--- config.mk ---
export PLATFORM = sky130hd
export DESIGN_NAME = hi_lo_multiply_divide_unit_top_flat
export DESIGN_NICKNAME = d
export VERILOG_FILES = /design/src/sv/hlmdu_pkg.sv /design/src/sv/hlmdu_if.sv /design/src/sv/hlmdu_datapath.sv /design/src/sv/hlmdu_controller.sv /design/src/sv/hi_lo_multiply_divide_unit_top.sv /design/src/flat_wrapper.sv
export SDC_FILE = /design/constraint.sdc
export NUM_CORES = 2
export LEC_CHECK = 0
export ABC_AREA = 1
export BUFFER_PORTS_ARGS = -buffer_cell sky130_fd_sc_hd__clkbuf_2
export CORE_ASPECT_RATIO = 1.4
export CORE_MARGIN = 2
export CORE_UTILIZATION = 50
export DETAILED_ROUTE_END_ITERATION = 16
export PLACE_DENSITY = 0.75
export SLEW_MARGIN = 20
export SYNTH_ARGS = -nofsm -noshare
export SYNTH_HDL_FRONTEND = slang
export SYNTH_SLANG_ARGS = --single-unit
--- constraint.sdc ---
create_clock -name clock -period 9.15 [get_ports clock]
set_input_delay 0.915 -clock clock [delete_from_list [all_inputs] [get_ports clock]]
set_output_delay 0.915 -clock clock [all_outputs]
set_load 0.005 [all_outputs]
--- src/sv/hlmdu_pkg.sv ---
// Shared types, operation codes and constants of the HI/LO multiply/divide unit.
package hlmdu_pkg;

   localparam int unsigned DATA_W  = 32;
   localparam int unsigned FUNC_W  = 3;
   localparam int unsigned COUNT_W = 5;

   localparam logic [DATA_W-1:0]  ALL_ONES  = 32'hffff_ffff;
   localparam logic [DATA_W-1:0]  SIGN_BIT  = 32'h8000_0000;
   localparam logic [DATA_W-1:0]  ONE       = 32'd1;
   localparam logic [COUNT_W-1:0] LAST_STEP = 5'd31;

   localparam logic [FUNC_W-1:0] FUNC_MULT     = 3'd0;
   localparam logic [FUNC_W-1:0] FUNC_DIV_S    = 3'd1;
   localparam logic [FUNC_W-1:0] FUNC_DIV_U    = 3'd2;
   localparam logic [FUNC_W-1:0] FUNC_READ_HI  = 3'd3;
   localparam logic [FUNC_W-1:0] FUNC_READ_LO  = 3'd4;
   localparam logic [FUNC_W-1:0] FUNC_WRITE_HI = 3'd5;
   localparam logic [FUNC_W-1:0] FUNC_WRITE_LO = 3'd6;

   typedef enum logic [1:0] {
      ST_IDLE,
      ST_MUL,
      ST_DIV,
      ST_FIN
   } state_type;

   typedef enum logic [3:0] {
      OP_NONE,
      OP_LOAD_MUL,
      OP_WRITE_MUL,
      OP_LOAD_DIV_S,
      OP_LOAD_DIV_U,
      OP_STEP_DIV,
      OP_FINISH_DIV,
      OP_DIV_ZERO_S,
      OP_DIV_ZERO_U,
      OP_DIV_OVF,
      OP_WRITE_HI,
      OP_WRITE_LO,
      OP_READ_HI,
      OP_READ_LO
   } dp_op_type;

   typedef struct packed {
      dp_op_type op;
   } dp_cmd_type;

   typedef struct packed {
      logic divisor_zero;
      logic div_overflow;
   } dp_status_type;

endpackage

--- src/sv/hlmdu_if.sv ---
// Valid/ready channel interfaces for request and response items.
interface hlmdu_req_if import hlmdu_pkg::*; ();
   logic              valid;
   logic              ready;
   logic [FUNC_W-1:0] func;
   logic [DATA_W-1:0] src_a;
   logic [DATA_W-1:0] src_b;

   modport source (output valid, output func, output src_a, output src_b, input ready);
   modport sink (input valid, input func, input src_a, input src_b, output ready);
endinterface

interface hlmdu_rsp_if import hlmdu_pkg::*; ();
   logic              valid;
   logic              ready;
   logic [DATA_W-1:0] read_value;

   modport source (output valid, output read_value, input ready);
   modport sink (input valid, input read_value, output ready);
endinterface

--- src/sv/hlmdu_datapath.sv ---
// Datapath: HI and LO registers, multiplier, restoring divider and response data register.
module hlmdu_datapath import hlmdu_pkg::*; (
   input  logic                clock,
   input  logic                reset,
   input  dp_cmd_type          cmd,
   input  logic [DATA_W-1:0]   src_a,
   input  logic [DATA_W-1:0]   src_b,
   output dp_status_type       status,
   output logic [DATA_W-1:0]   read_value
);

   logic [DATA_W-1:0]   hi_ff, hi_in;
   logic [DATA_W-1:0]   lo_ff, lo_in;
   logic [2*DATA_W-1:0] prod_ff, prod_in;
   logic [DATA_W-1:0]   rem_ff, rem_in;
   logic [DATA_W-1:0]   quo_ff, quo_in;
   logic [DATA_W-1:0]   dvs_ff, dvs_in;
   logic                neg_q_ff, neg_q_in;
   logic                neg_r_ff, neg_r_in;
   logic [DATA_W-1:0]   out_ff, out_in;

   logic [DATA_W-1:0]   mag_a;
   logic [DATA_W-1:0]   mag_b;
   logic [DATA_W:0]     trial;

   assign status.divisor_zero = (src_b == '0);
   assign status.div_overflow = (src_a == SIGN_BIT) && (src_b == ALL_ONES);

   assign mag_a = src_a[DATA_W-1] ? (DATA_W'(0) - src_a) : src_a;
   assign mag_b = src_b[DATA_W-1] ? (DATA_W'(0) - src_b) : src_b;
   assign trial = {rem_ff, quo_ff[DATA_W-1]} - {1'b0, dvs_ff};

   always_comb begin
      hi_in    = hi_ff;
      lo_in    = lo_ff;
      prod_in  = prod_ff;
      rem_in   = rem_ff;
      quo_in   = quo_ff;
      dvs_in   = dvs_ff;
      neg_q_in = neg_q_ff;
      neg_r_in = neg_r_ff;
      out_in   = out_ff;
      case (cmd.op)
         OP_LOAD_MUL: begin
            prod_in = 64'($signed(src_a) * $signed(src_b));
         end
         OP_WRITE_MUL: begin
            hi_in = prod_ff[2*DATA_W-1:DATA_W];
            lo_in = prod_ff[DATA_W-1:0];
         end
         OP_LOAD_DIV_S: begin
            rem_in   = '0;
            quo_in   = mag_a;
            dvs_in   = mag_b;
            neg_q_in = src_a[DATA_W-1] ^ src_b[DATA_W-1];
            neg_r_in = src_a[DATA_W-1];
         end
         OP_LOAD_DIV_U: begin
            rem_in   = '0;
            quo_in   = src_a;
            dvs_in   = src_b;
            neg_q_in = 1'b0;
            neg_r_in = 1'b0;
         end
         OP_STEP_DIV: begin
            if (!trial[DATA_W]) begin
               rem_in = trial[DATA_W-1:0];
               quo_in = {quo_ff[DATA_W-2:0], 1'b1};
            end else begin
               rem_in = {rem_ff[DATA_W-2:0], quo_ff[DATA_W-1]};
               quo_in = {quo_ff[DATA_W-2:0], 1'b0};
            end
         end
         OP_FINISH_DIV: begin
            lo_in = neg_q_ff ? (DATA_W'(0) - quo_ff) : quo_ff;
            hi_in = neg_r_ff ? (DATA_W'(0) - rem_ff) : rem_ff;
         end
         OP_DIV_ZERO_S: begin
            hi_in = src_a;
            lo_in = src_a[DATA_W-1] ? ONE : ALL_ONES;
         end
         OP_DIV_ZERO_U: begin
            hi_in = src_a;
            lo_in = ALL_ONES;
         end
         OP_DIV_OVF: begin
            hi_in = '0;
            lo_in = SIGN_BIT;
         end
         OP_WRITE_HI: begin
            hi_in = src_a;
         end
         OP_WRITE_LO: begin
            lo_in = src_a;
         end
         OP_READ_HI: begin
            out_in = hi_ff;
         end
         OP_READ_LO: begin
            out_in = lo_ff;
         end
         default: begin
         end
      endcase
   end

   always_ff @(posedge clock) begin
      if (reset) begin
         hi_ff <= '0;
         lo_ff <= '0;
      end else begin
         hi_ff <= hi_in;
         lo_ff <= lo_in;
      end
      prod_ff  <= prod_in;
      rem_ff   <= rem_in;
      quo_ff   <= quo_in;
      dvs_ff   <= dvs_in;
      neg_q_ff <= neg_q_in;
      neg_r_ff <= neg_r_in;
      out_ff   <= out_in;
   end

   assign read_value = out_ff;

endmodule

--- src/sv/hlmdu_controller.sv ---
// Controller: handshakes, operation sequencing, divide step counter and response valid.
module hlmdu_controller import hlmdu_pkg::*; (
   input  logic              clock,
   input  logic              reset,
   input  logic              req_valid,
   input  logic [FUNC_W-1:0] req_func,
   output logic              req_ready,
   output logic              rsp_valid,
   input  logic              rsp_ready,
   input  dp_status_type     status,
   output dp_cmd_type        cmd
);

   state_type          state_ff, state_in;
   logic [COUNT_W-1:0] count_ff, count_in;
   logic               rsp_valid_ff, rsp_valid_in;
   logic               is_read;
   logic               accept;

   assign is_read   = (req_func == FUNC_READ_HI) || (req_func == FUNC_READ_LO);
   assign req_ready = (state_ff == ST_IDLE) && (!is_read || !rsp_valid_ff || rsp_ready);
   assign accept    = req_valid && req_ready;
   assign rsp_valid = rsp_valid_ff;

   always_comb begin
      state_in = state_ff;
      case (state_ff)
         ST_IDLE: begin
            if (accept) begin
               if (req_func == FUNC_MULT) begin
                  state_in = ST_MUL;
               end else if ((req_func == FUNC_DIV_S) && !status.divisor_zero
                            && !status.div_overflow) begin
                  state_in = ST_DIV;
               end else if ((req_func == FUNC_DIV_U) && !status.divisor_zero) begin
                  state_in = ST_DIV;
               end
            end
         end
         ST_MUL: begin
            state_in = ST_IDLE;
         end
         ST_DIV: begin
            if (count_ff == LAST_STEP) begin
               state_in = ST_FIN;
            end
         end
         ST_FIN: begin
            state_in = ST_IDLE;
         end
         default: begin
            state_in = ST_IDLE;
         end
      endcase
   end

   always_comb begin
      cmd.op       = OP_NONE;
      count_in     = count_ff;
      rsp_valid_in = rsp_valid_ff && !rsp_ready;
      case (state_ff)
         ST_IDLE: begin
            if (accept) begin
               case (req_func)
                  FUNC_MULT: begin
                     cmd.op = OP_LOAD_MUL;
                  end
                  FUNC_DIV_S: begin
                     if (status.divisor_zero) begin
                        cmd.op = OP_DIV_ZERO_S;
                     end else if (status.div_overflow) begin
                        cmd.op = OP_DIV_OVF;
                     end else begin
                        cmd.op = OP_LOAD_DIV_S;
                     end
                  end
                  FUNC_DIV_U: begin
                     cmd.op = status.divisor_zero ? OP_DIV_ZERO_U : OP_LOAD_DIV_U;
                  end
                  FUNC_READ_HI: begin
                     cmd.op       = OP_READ_HI;
                     rsp_valid_in = 1'b1;
                  end
                  FUNC_READ_LO: begin
                     cmd.op       = OP_READ_LO;
                     rsp_valid_in = 1'b1;
                  end
                  FUNC_WRITE_HI: begin
                     cmd.op = OP_WRITE_HI;
                  end
                  FUNC_WRITE_LO: begin
                     cmd.op = OP_WRITE_LO;
                  end
                  default: begin
                     cmd.op = OP_NONE;
                  end
               endcase
            end
         end
         ST_MUL: begin
            cmd.op = OP_WRITE_MUL;
         end
         ST_DIV: begin
            cmd.op   = OP_STEP_DIV;
            count_in = count_ff + COUNT_W'(1);
         end
         ST_FIN: begin
            cmd.op = OP_FINISH_DIV;
         end
         default: begin
            cmd.op = OP_NONE;
         end
      endcase
   end

   always_ff @(posedge clock) begin
      if (reset) begin
         state_ff     <= ST_IDLE;
         count_ff     <= '0;
         rsp_valid_ff <= 1'b0;
      end else begin
         state_ff     <= state_in;
         count_ff     <= count_in;
         rsp_valid_ff <= rsp_valid_in;
      end
   end

   // The step counter is at zero whenever no divide is in flight.
   a_count_idle: assert property (@(posedge clock) disable iff (reset)
      (state_ff != ST_DIV) |-> (count_ff == '0))
      else $error("divide step counter not at zero outside divide");

   // The last divide step is always followed by the finishing cycle.
   a_div_finish: assert property (@(posedge clock) disable iff (reset)
      (state_ff == ST_DIV && count_ff == LAST_STEP) |=> (state_ff == ST_FIN))
      else $error("divide did not finish after last step");

   // A read item never overwrites a response that is still waiting.
   a_no_overwrite: assert property (@(posedge clock) disable iff (reset)
      (accept && is_read) |-> (!rsp_valid_ff || rsp_ready))
      else $error("read item accepted over a pending response");

   // Items are taken only while no multiply or divide is in flight.
   a_ready_idle: assert property (@(posedge clock) disable iff (reset)
      req_ready |-> (state_ff == ST_IDLE))
      else $error("request ready while an operation is in flight");

endmodule

--- src/sv/hi_lo_multiply_divide_unit_top.sv ---
// Top level of the HI/LO multiply/divide unit.
// The unit takes one item at a time. A multiply fills the product register, then writes
// HI:LO. A divide loads the operand magnitudes, then runs 32 steps of the restoring
// divider at one quotient bit per cycle, and then applies the signs; divide by zero and
// the signed overflow case complete in the cycle of acceptance. Moves to and from HI and
// LO leave the unit in idle. A read result sits in an output register until it is taken,
// and further items are accepted meanwhile; only another read waits for that register.
module hi_lo_multiply_divide_unit_top import hlmdu_pkg::*; (
   input logic       clock,
   input logic       reset,
   hlmdu_req_if.sink   req_chan,
   hlmdu_rsp_if.source rsp_chan
);

   dp_cmd_type    cmd;
   dp_status_type status;

   hlmdu_controller u_controller (
      .clock     (clock),
      .reset     (reset),
      .req_valid (req_chan.valid),
      .req_func  (req_chan.func),
      .req_ready (req_chan.ready),
      .rsp_valid (rsp_chan.valid),
      .rsp_ready (rsp_chan.ready),
      .status    (status),
      .cmd       (cmd)
   );

   hlmdu_datapath u_datapath (
      .clock      (clock),
      .reset      (reset),
      .cmd        (cmd),
      .src_a      (req_chan.src_a),
      .src_b      (req_chan.src_b),
      .status     (status),
      .read_value (rsp_chan.read_value)
   );

endmodule

--- src/flat_wrapper.sv ---
// flat-port wrapper written by rule: the top's interface ports become plain ports
module hi_lo_multiply_divide_unit_top_flat import hlmdu_pkg::*;
  (clock, reset, req_chan_valid, req_chan_func, req_chan_src_a, req_chan_src_b, req_chan_ready, rsp_chan_valid, rsp_chan_read_value, rsp_chan_ready);
  hlmdu_req_if req_chan_i ();
  hlmdu_rsp_if rsp_chan_i ();
  input logic clock;
  input logic reset;
  input wire logic [$bits(req_chan_i.valid)-1:0] req_chan_valid;
  input wire logic [$bits(req_chan_i.func)-1:0] req_chan_func;
  input wire logic [$bits(req_chan_i.src_a)-1:0] req_chan_src_a;
  input wire logic [$bits(req_chan_i.src_b)-1:0] req_chan_src_b;
  output wire logic [$bits(req_chan_i.ready)-1:0] req_chan_ready;
  output wire logic [$bits(rsp_chan_i.valid)-1:0] rsp_chan_valid;
  output wire logic [$bits(rsp_chan_i.read_value)-1:0] rsp_chan_read_value;
  input wire logic [$bits(rsp_chan_i.ready)-1:0] rsp_chan_ready;
  assign req_chan_i.valid = req_chan_valid;
  assign req_chan_i.func = req_chan_func;
  assign req_chan_i.src_a = req_chan_src_a;
  assign req_chan_i.src_b = req_chan_src_b;
  assign req_chan_ready = req_chan_i.ready;
  assign rsp_chan_valid = rsp_chan_i.valid;
  assign rsp_chan_read_value = rsp_chan_i.read_value;
  assign rsp_chan_i.ready = rsp_chan_ready;
  hi_lo_multiply_divide_unit_top u_core (.clock(clock), .reset(reset), .req_chan(req_chan_i), .rsp_chan(rsp_chan_i));
endmodule
==> metrics <==
status finished clean; cell taking the most area after synthesis fa_1; clock period minus worst slack 8.61 ns; share of cells above drive strength 1 5.39%; fin nets 8260; clock transition at the registers of the reported paths 0.06 ns; final setup fails 0; setup_tns 0 ns; Final Slew Violations 0; relative slew slack 22.5%; Fillers 10200; die area 112000 um^2; top cell type's share of synthesized area 39.7%; Seq/Total Area, Yosys 13.3%; Crit path required time 9.50 ns; commonest non-fill, non-tap cell in the layout inv_1; antenna violations before repair 9; core area 108000 um^2; CP max FO 28; clk buf depth 3; CP delay by family, top adder cells; CP Cell Sequence clkbuf_2, buf_4, nand2_1, fa_1, fa_1, fa_1, fa_1, inv_1, fa_1, fa_1, fa_1, fa_1, ha_1, a21oi_1, o21ai_0, a21oi_1, nand3_1, nand2_1, nand2_1, a21oi_1, inv_1, nand2_1, o21ai_0, xor2_1; WP data arrival 8.96 ns; Yosys warnings 0; Fin. Hold Viols 0; DRT iter0 DRCs 4140; IO Port Bufs 104; GPL Wtd Cong 1.07; Hold Path Depth 2; FMAX 116 MHz; post-cts sizing count 0; r2r startpoint u_core.u_datapath.quo_ff[31]; cts bufs inserted 30; Hold Path Class reg -> reg; Post-Syn Area 54600 um^2; syn_nets 8306; total track usage 34.6%; area delta synth->final 5.85%; Synth Area in XOR/XNOR 2.55%; main combinational cell family by area after synthesis adder cells; hold path start u_core.u_controller.count_ff[3]; overflow left after global routing 0; CP dominant cell by count fa_1; Distinct cells, synth 50; cts hold-fix bufs 0; Ports 105; Post-Syn Instances 6928; R2R Path End u_core.u_datapath.rem_ff[28]; Setup Crit Path Kind in -> reg; period utilisation layout 94.1%; drt first pass iters 9; vias in the first global route 49000; Syn Area/Cell 7.89 um^2; Startpoint Class input pin; TritonCTS clock tree yes; vias 45700; largest net degree at the start of global routing 65; Post-DRT Antenna Nets 0; CP peak stage delay 0.64 ns; first-pass GRT wire length 291 mm; Initial Utilization 50.4%; Worst-Margin Slew 1.16 ns; simple-gate share of the synthesized area 18.4%; worst skew pair latency 0.59 ns; # H-tree levels 1; CP Capture Type register; DP HPWL 156 mm; Post-synth EDFFs 194; post-CTS setup buffer count 0; FP Rows 143; cells on worst reg2reg path 16; CTS root buf clkbuf_16; RSZ-0062 raised after global routing no; Compound-Gate Fraction of Synth Area 5.59%; ys flop type edfxtp_1; vias per cell 5.47; crit path buf inv count 4; Avg WL per Cell 22.7 um; residual DRC count 0; FF+latch count, synth 266; slowest stage cell, crit path clkbuf_2; Synth area leaders fa_1 40%, inv_1 13%, nand2_1 11%; multiplexer share of the synthesized area 0%; most frequent cells in the layout 1832 x inv_1, 1586 x nand2_1, 1083 x fa_1; ys async rst share 0%; total of max-cap violations 0; Die Ht 395 um; Adder-Cell Fraction of Synth Area 44.8%; Reg2Reg Setup Slack 4.80 ns; Die W 283 um; Worst Hold Endpoint u_core.u_controller.count_ff[3]; # clock sinks 266; final WL 190 mm; Setup Skew 0.0166 ns
layer usage:
metal  global-route usage, %  routed length [um]
met5                       0                  22
met4                    23.9               16100
met3                    5.14               15000
met2                    60.3               93800
met1                    39.1               65200
worst max-delay path by stage:
stage,from,end,slack [ns],depth (start not counted)
floorplan,req_chan_src_a[31],u_core.u_datapath.prod_ff[60],0.76,26
global placement,req_chan_src_b[4],u_core.u_datapath.prod_ff[50],0.12,24
detailed placement,req_chan_src_b[4],u_core.u_datapath.prod_ff[50],0.09,24
CTS,req_chan_src_b[4],u_core.u_datapath.prod_ff[50],0.67,24
global route,req_chan_src_b[4],u_core.u_datapath.prod_ff[46],0.25,25
finish,req_chan_src_b[4],u_core.u_datapath.prod_ff[50],0.54,24
cell usage after synthesis, types with 49 or more instances:
library cell	number
nor2_1	502
ha_1	224
xor2_1	110
clkbuf_1	121
fa_1	1083
o21ai_0	178
xnor2_1	49
nor3_1	54
dfxtp_1	72
a21oi_1	205
inv_1	1832
nand4_1	97
buf_1	135
nand2_1	1589
edfxtp_1	194
nand3_1	159
buf_2	76
sequential cells by signal, indices dropped and copies added, names as in the netlist:
register and cells:
u_core.u_datapath.dvs_ff 32, u_core.u_datapath.neg_q_ff 1, u_core.u_datapath.lo_ff 32, u_core.u_controller.state_ff 2
u_core.u_datapath.rem_ff 32, u_core.u_controller.rsp_valid 1, u_core.u_datapath.prod_ff 64, u_core.u_datapath.quo_ff 32
u_core.u_controller.count_ff 5, u_core.u_datapath.neg_r_ff 1, u_core.u_datapath.hi_ff 32, u_core.u_datapath.read_value 32
worst reg2reg max path, cell delays in order (launching register included):
cell	delay, ns
edfxtp_1	0.52
inv_1	0.19
ha_1	0.26
fa_1	0.41
nor2_1	0.12
a21oi_1	0.15
o21ai_2	0.31
a21boi_0	0.27
o21ai_1	0.44
nand3_1	0.19
nand2_1	0.10
nand2_1	0.06
nand2_2	0.06
buf_4	0.40
inv_2	0.37
nor2_1	0.19
nor2_1	0.06
logic make-up after synthesis:
family          count (synthesis)
simple gates                 2469
flops                         266
xor+xnor                      159
compound gates                539
fa+ha+maj                    1307
buf+inv                      2188
cell type report:
class	count	area, um^2	area share, %
Timing Repair Buffer	267	1840	3.19
Multi-Input combinational cell	4474	39000	67.5
Inverter	1843	6920	12.0
Antenna cell	5	12.5	0.0216
Clock buffer	36	805	1.39
Sequential cell	266	7270	12.6
Tap cell	1450	1810	3.14
Clock inverter	18	159	0.275
per-stage QoR:
| stage | hold slack, ns | utilization [%] | instances | setup slack, ns | area (um^2) |
|---|---|---|---|---|---|
| 5_1_grt | 0.510 | 53.3 | 8355 | 0.249 | 57800 |
| 2_1_floorplan | 0.445 | - | 6928 | 0.756 | 54600 |
| 6_report | 0.477 | 53.3 | 8359 | 0.541 | 57800 |
| 3_3_place_gp | 0.463 | 52.4 | 8300 | 0.122 | 56900 |
| 4_1_cts | 0.482 | 53.3 | 8354 | 0.674 | 57800 |
| 3_5_place_dp | 0.474 | 52.4 | 8300 | 0.0862 | 56900 |
Power is not shown: default switching activity piles up to over one toggle a cycle in this logic, so the estimate is an artifact.
